**config.mk**
```make
export PLATFORM = sky130hd
export DESIGN_NAME = fsr_ctrl
export DESIGN_NICKNAME = d
export VERILOG_FILES = /design/src/hw/rtl/fsr_pkg.sv /design/src/hw/rtl/fsr_ctrl.sv
export VERILOG_INCLUDE_DIRS = /design/src /design/src/hw/rtl
export SDC_FILE = /design/constraint.sdc
export NUM_CORES = 1
export LEC_CHECK = 0
export BUFFER_PORTS_ARGS = -buffer_cell sky130_fd_sc_hd__buf_4
export CAP_MARGIN = 20
export CORE_AREA = 2 2 39 41
export DETAILED_ROUTE_END_ITERATION = 8
export DIE_AREA = 0 0 41 43
export PLACE_DENSITY = 0.41
export SLEW_MARGIN = 0
export SYNTH_ARGS = -nofsm -noshare
export SYNTH_HDL_FRONTEND = slang
export SYNTH_SLANG_ARGS = --single-unit
```
**constraint.sdc**
```tcl
create_clock -name clk -period 1.39 [get_ports clk]
set_input_delay 0.139 -clock clk [delete_from_list [all_inputs] [get_ports clk]]
set_output_delay 0.139 -clock clk [all_outputs]
set_load 0.05 [all_outputs]
```
**src/hw/rtl/assert_macros.svh**
```systemverilog
// Assertion helpers; each expects clk and rst_n in the enclosing module.
`ifndef ASSERT_MACROS_SVH
`define ASSERT_MACROS_SVH

// Same-cycle implication.
`define ASSERT_IMPL(name, ante, cons) \
  name: assert property (@(posedge clk) disable iff (!rst_n) (ante) |-> (cons)) \
    else $error("assertion failed: same-cycle implication");

// Next-cycle implication.
`define ASSERT_NEXT(name, ante, cons) \
  name: assert property (@(posedge clk) disable iff (!rst_n) (ante) |=> (cons)) \
    else $error("assertion failed: next-cycle implication");

`endif

```
**src/hw/rtl/fsr_pkg.sv**
```systemverilog
package fsr_pkg;

  localparam int DISP_WIDTH  = 128;
  localparam int DISP_HEIGHT = 160;
  localparam int COLS        = DISP_WIDTH + 1;
  localparam int ROWS        = DISP_HEIGHT + 1;
  localparam int NUM_PIX     = COLS * ROWS;
  localparam int ADDR_W      = $clog2(NUM_PIX);
  localparam int COL_W       = $clog2(COLS);
  localparam int ROW_W       = $clog2(ROWS);

  // field widths
  localparam int MODE_W   = 3;
  localparam int POS_W    = 16;
  localparam int RADIUS_W = 15;
  localparam int COLOR_W  = 8;

  // coordinate math: x + 2r spans 18 signed bits, |dx| stays below 2^16
  localparam int COORD_W = 18;
  localparam int SQ_W    = 2 * (COORD_W - 2);
  localparam int RR_W    = 2 * RADIUS_W;

  localparam logic [MODE_W-1:0] MODE_FILL    = MODE_W'(0);
  localparam logic [MODE_W-1:0] MODE_RECT    = MODE_W'(1);
  localparam logic [MODE_W-1:0] MODE_OUTLINE = MODE_W'(2);
  localparam logic [MODE_W-1:0] MODE_CIRCLE  = MODE_W'(3);
  localparam logic [MODE_W-1:0] MODE_READ    = MODE_W'(4);

  typedef enum logic [3:0] {
    ST_INIT,
    ST_CLR_SCAN,
    ST_CLR_DRAIN,
    ST_IDLE,
    ST_SETUP,
    ST_SCAN,
    ST_DRAIN,
    ST_DONE
  } fsr_state_t;

  typedef enum logic [1:0] {
    SCAN_SOLID,
    SCAN_BORDER,
    SCAN_DISC
  } scan_kind_t;

  typedef struct packed {
    logic cmd_load;
    logic clear_setup;
    logic setup;
    logic step;
    logic out_load;
  } fsr_ctl_t;

  typedef struct packed {
    logic draw;
    logic scan_end;
    logic pipe_busy;
    logic out_free;
  } fsr_sts_t;

  function automatic logic [ADDR_W-1:0] pix_addr(input logic [COL_W-1:0] col,
                                                 input logic [ROW_W-1:0] row);
    logic [31:0] full;
    full = 32'(col) * 32'(ROWS) + 32'(row);
    return full[ADDR_W-1:0];
  endfunction

endpackage

```
**src/hw/rtl/fsr_ctrl.sv**
```systemverilog
`include "assert_macros.svh"

module fsr_ctrl (
  input  logic              clk,
  input  logic              rst_n,
  input  logic              in_valid,
  output logic              in_ready,
  input  fsr_pkg::fsr_sts_t sts,
  output fsr_pkg::fsr_ctl_t ctl
);

  fsr_pkg::fsr_state_t state_r, state_nxt;

  always_ff @(posedge clk) begin
    if (!rst_n) begin
      state_r <= fsr_pkg::ST_INIT;
    end else begin
      state_r <= state_nxt;
    end
  end

  always_comb begin
    state_nxt = state_r;
    ctl       = '0;
    in_ready  = 1'b0;
    unique case (state_r)
      fsr_pkg::ST_INIT: begin
        ctl.clear_setup = 1'b1;
        state_nxt       = fsr_pkg::ST_CLR_SCAN;
      end
      fsr_pkg::ST_CLR_SCAN: begin
        ctl.step = 1'b1;
        if (sts.scan_end) state_nxt = fsr_pkg::ST_CLR_DRAIN;
      end
      fsr_pkg::ST_CLR_DRAIN: begin
        if (!sts.pipe_busy) state_nxt = fsr_pkg::ST_IDLE;
      end
      fsr_pkg::ST_IDLE: begin
        in_ready = 1'b1;
        if (in_valid) begin
          ctl.cmd_load = 1'b1;
          state_nxt    = fsr_pkg::ST_SETUP;
        end
      end
      fsr_pkg::ST_SETUP: begin
        ctl.setup = 1'b1;
        // reads and unused modes skip the walk
        state_nxt = sts.draw ? fsr_pkg::ST_SCAN : fsr_pkg::ST_DONE;
      end
      fsr_pkg::ST_SCAN: begin
        ctl.step = 1'b1;
        if (sts.scan_end) state_nxt = fsr_pkg::ST_DRAIN;
      end
      fsr_pkg::ST_DRAIN: begin
        if (!sts.pipe_busy) state_nxt = fsr_pkg::ST_DONE;
      end
      fsr_pkg::ST_DONE: begin
        if (sts.out_free) begin
          ctl.out_load = 1'b1;
          state_nxt    = fsr_pkg::ST_IDLE;
        end
      end
      default: state_nxt = fsr_pkg::ST_INIT;
    endcase
  end

  `ASSERT_NEXT(a_accept_to_setup, in_valid && in_ready, state_r == fsr_pkg::ST_SETUP)
  `ASSERT_IMPL(a_done_after_drain, state_r == fsr_pkg::ST_DONE, !sts.pipe_busy)

endmodule

```
==> impl_metrics.yaml <==
run_status:
  run_status: "completed"
routing:
  detailroute.via_count: 200
  via_per_inst: 4.00
  route.antenna.remaining_nets: 0
  detail_route.drc_violations: 0
  dr.pass1.iters: 1
  wl_per_cell_um: 10.2
  initialDrtViolationCount: 0
  totalWireLength_um: 510
synth:
  postSynthAreaPerCell_sq_um: 10.1
  synth-seq-cells: 3
  yosysWarnings: 0
  post-synth-top-area-fraction_pct: 29.6
  ys_async_sr_fraction_pct: 0
  count_of_flip_flops_with_a_built_in_enable_after_synthesis: 0
  synth_top_family_by_area: "simple AND/OR/NAND/NOR gates"
  sequential_share_of_the_synthesized_area_pct: 29.6
  post-synth-top-count-cell: "sky130_fd_sc_hd__dfxtp_1"
  yosys.area_share.simple_pct: 35.2
  syn-cell-area_sq_um: 203
  most_instantiated_cells_after_synthesis: "sky130_fd_sc_hd__dfxtp_1, sky130_fd_sc_hd__nor3_1"
  synthDistinctLibCells: 17
  synth-compound-area-share_pct: 25.3
  ys.flop_type: "sky130_fd_sc_hd__dfxtp_1"
  share_of_synthesized_cell_area_in_full_adder_half_adder_and_majority_cells_pct: 0
  synth-xor-area-share_pct: 0
  synth.net_count: 27
  yosys-mux-area-fraction_pct: 0
  postSynthCellCount: 20
  synth_area_leaders: "sky130_fd_sc_hd__dfxtp_1, sky130_fd_sc_hd__a2111oi_4, sky130_fd_sc_hd__and4b_4"
  yosysTopAreaCell: "sky130_fd_sc_hd__dfxtp_1"
final_layout:
  instances_no_fill: 50
  final_nets: 42
  layout.cells.most_common_list: "sky130_fd_sc_hd__buf_4, sky130_fd_sc_hd__clkbuf_4, sky130_fd_sc_hd__dfxtp_2"
  post_route_cells_drive_above_1_share_pct: 67.6
  max_ffs_per_register: 3
  largest_register: "state_r"
  diodes: 0
  reg_top3: "state_r: 3 flops"
  flow.area_growth_from_synthesis_pct: 66.7
  final_common_cell: "sky130_fd_sc_hd__buf_4"
  fillCellCount: 153
timing:
  timing.clock.skew_ns: 0.00155
  final-setup-viol-count: 0
  max_freq_ghz: 0.758
  grt_setup_unrepaired: "no"
  layout_setup_ws_ns: 0.0699
  min_period_ns: 1.32
  relSlewSlack_pct: 85.0
  final.setup.tns_ns: 0
  report.final.hold_viol_count: 0
  finalCritPeriodShare_pct: 95.0
  finalMaxSlewViolations: 0
  tightestPinTransition_ns: 0.226
clocking:
  cts_buffers: 3
  clock_sinks: 3
  path_clk_slew_ns: 0.04
  cts_tree: "done"
  postCtsSetupRepairBufs: 0
  max-clock-path-buffers: 2
  cts_hold_repair_buffers: 0
  insertion_delay_ns: 0.23
  clock_tree.htree_level_count: 1
  post_cts_resize_count: 2
  clockRootBuffer: "sky130_fd_sc_hd__clkbuf_4"
floorplanning:
  initial_utilization_pct: 14.6
  die_area_sq_um: 1760
  chipWidth_um: 41
  rows: 14
  die_y_um: 43
  core_region_area_sq_um: 1380
  design.portCount: 13
power_and_ir_drop:
  power_density_nw_per_um2: 1090
  worst_ir_drop_vdd_mv: 0.424
  p_leak_nw: 0.146
global_route:
  grt_overflow: 0
  globalRouteTotalUtil_pct: 8.53
  number_of_antenna_violations_at_the_first_check_in_global_routing: 0
  maximum_number_of_pins_on_one_net_before_global_route_repair: 11
  grt_pass1_wl_um: 903
  grt_pass1_vias: 198
critical_path:
  crit_path_end_kind: "output port"
  timing.critical_path.fanout_max: 7
  worstRegToRegCells: 2
  timing_worst_setup_path_type: "reg -> out"
  crit_path_start_kind: "flop"
  critical_path_arrival_ns: 1.18
  critical_path_rt_ns: 1.25
placement:
  placedCellCount: 46
  dpl_worst_slack_ns: 0.208
  routabilityCongestion: 0.683
  placement.io_buffers: 12
min_path:
  timing.hold.worst.class: "in -> reg"
  hold-path-cell-count: 2
job:
  maxCapViolations: 0
## cell type report
cell class	instances	area [sq um]	area share, %
clock buffer	4	26.3	7.78
timing repair buffer	12	90.1	26.7
multi-input combinational	14	135	40.0
inverter	1	3.75	1.11
tap	16	20.0	5.93
sequential	3	62.6	18.5
## kinds of logic (layout without fill, tap and decap cells)
logic type,after synthesis,count (layout)
buf+inv,3,17
compound gates,4,4
simple gates,10,10
flops,3,3
## path summary, 6_finish.rpt
| path | from | to | slack (ns) |
|---|---|---|---|
| max | state_r[2] | ctl[4] | 0.07 |
| min | sts[2] | state_r[0] | 0.11 |
| max reg2reg | state_r[2] | state_r[0] | 0.31 |
| min reg2reg | state_r[0] | state_r[2] | 0.63 |
## routing by layer
metal	GRT usage, %	wire length [um]	vias up
met1	9.97	242	85
met3	8.38	74	0
met2	9.06	193	13
met5	0	0	-
met4	6.00	0	0
li1	-	-	102
## stage by stage
stage          hold slack [ns]  area (sq um)  utilization [%]  total power, mW
2_1_floorplan            0.234           215                -            0.185
3_3_place_gp             0.357           309             22.3            0.214
3_5_place_dp             0.354           309             22.3            0.214
4_1_cts                  0.100           338             24.4            0.377
5_1_grt                 0.0968           338             24.4            0.398
6_report                 0.106           338             24.4            0.368
## report_power, final
group | leakage [nW] | internal [mW] | switching (mW) | total [mW]
clock | 0.0150 | 0.108 | 0.0467 | 0.154
combinational | 0.106 | 0.0425 | 0.0602 | 0.103
sequential | 0.0252 | 0.0946 | 0.0165 | 0.111
total | 0.146 | 0.245 | 0.123 | 0.368
## critical path: stages (launching register included)
cell and delay (ns):
sky130_fd_sc_hd__dfxtp_1 0.35, sky130_fd_sc_hd__and4b_4 0.39, sky130_fd_sc_hd__buf_4 0.21
(Power assumes the default switching activity.)
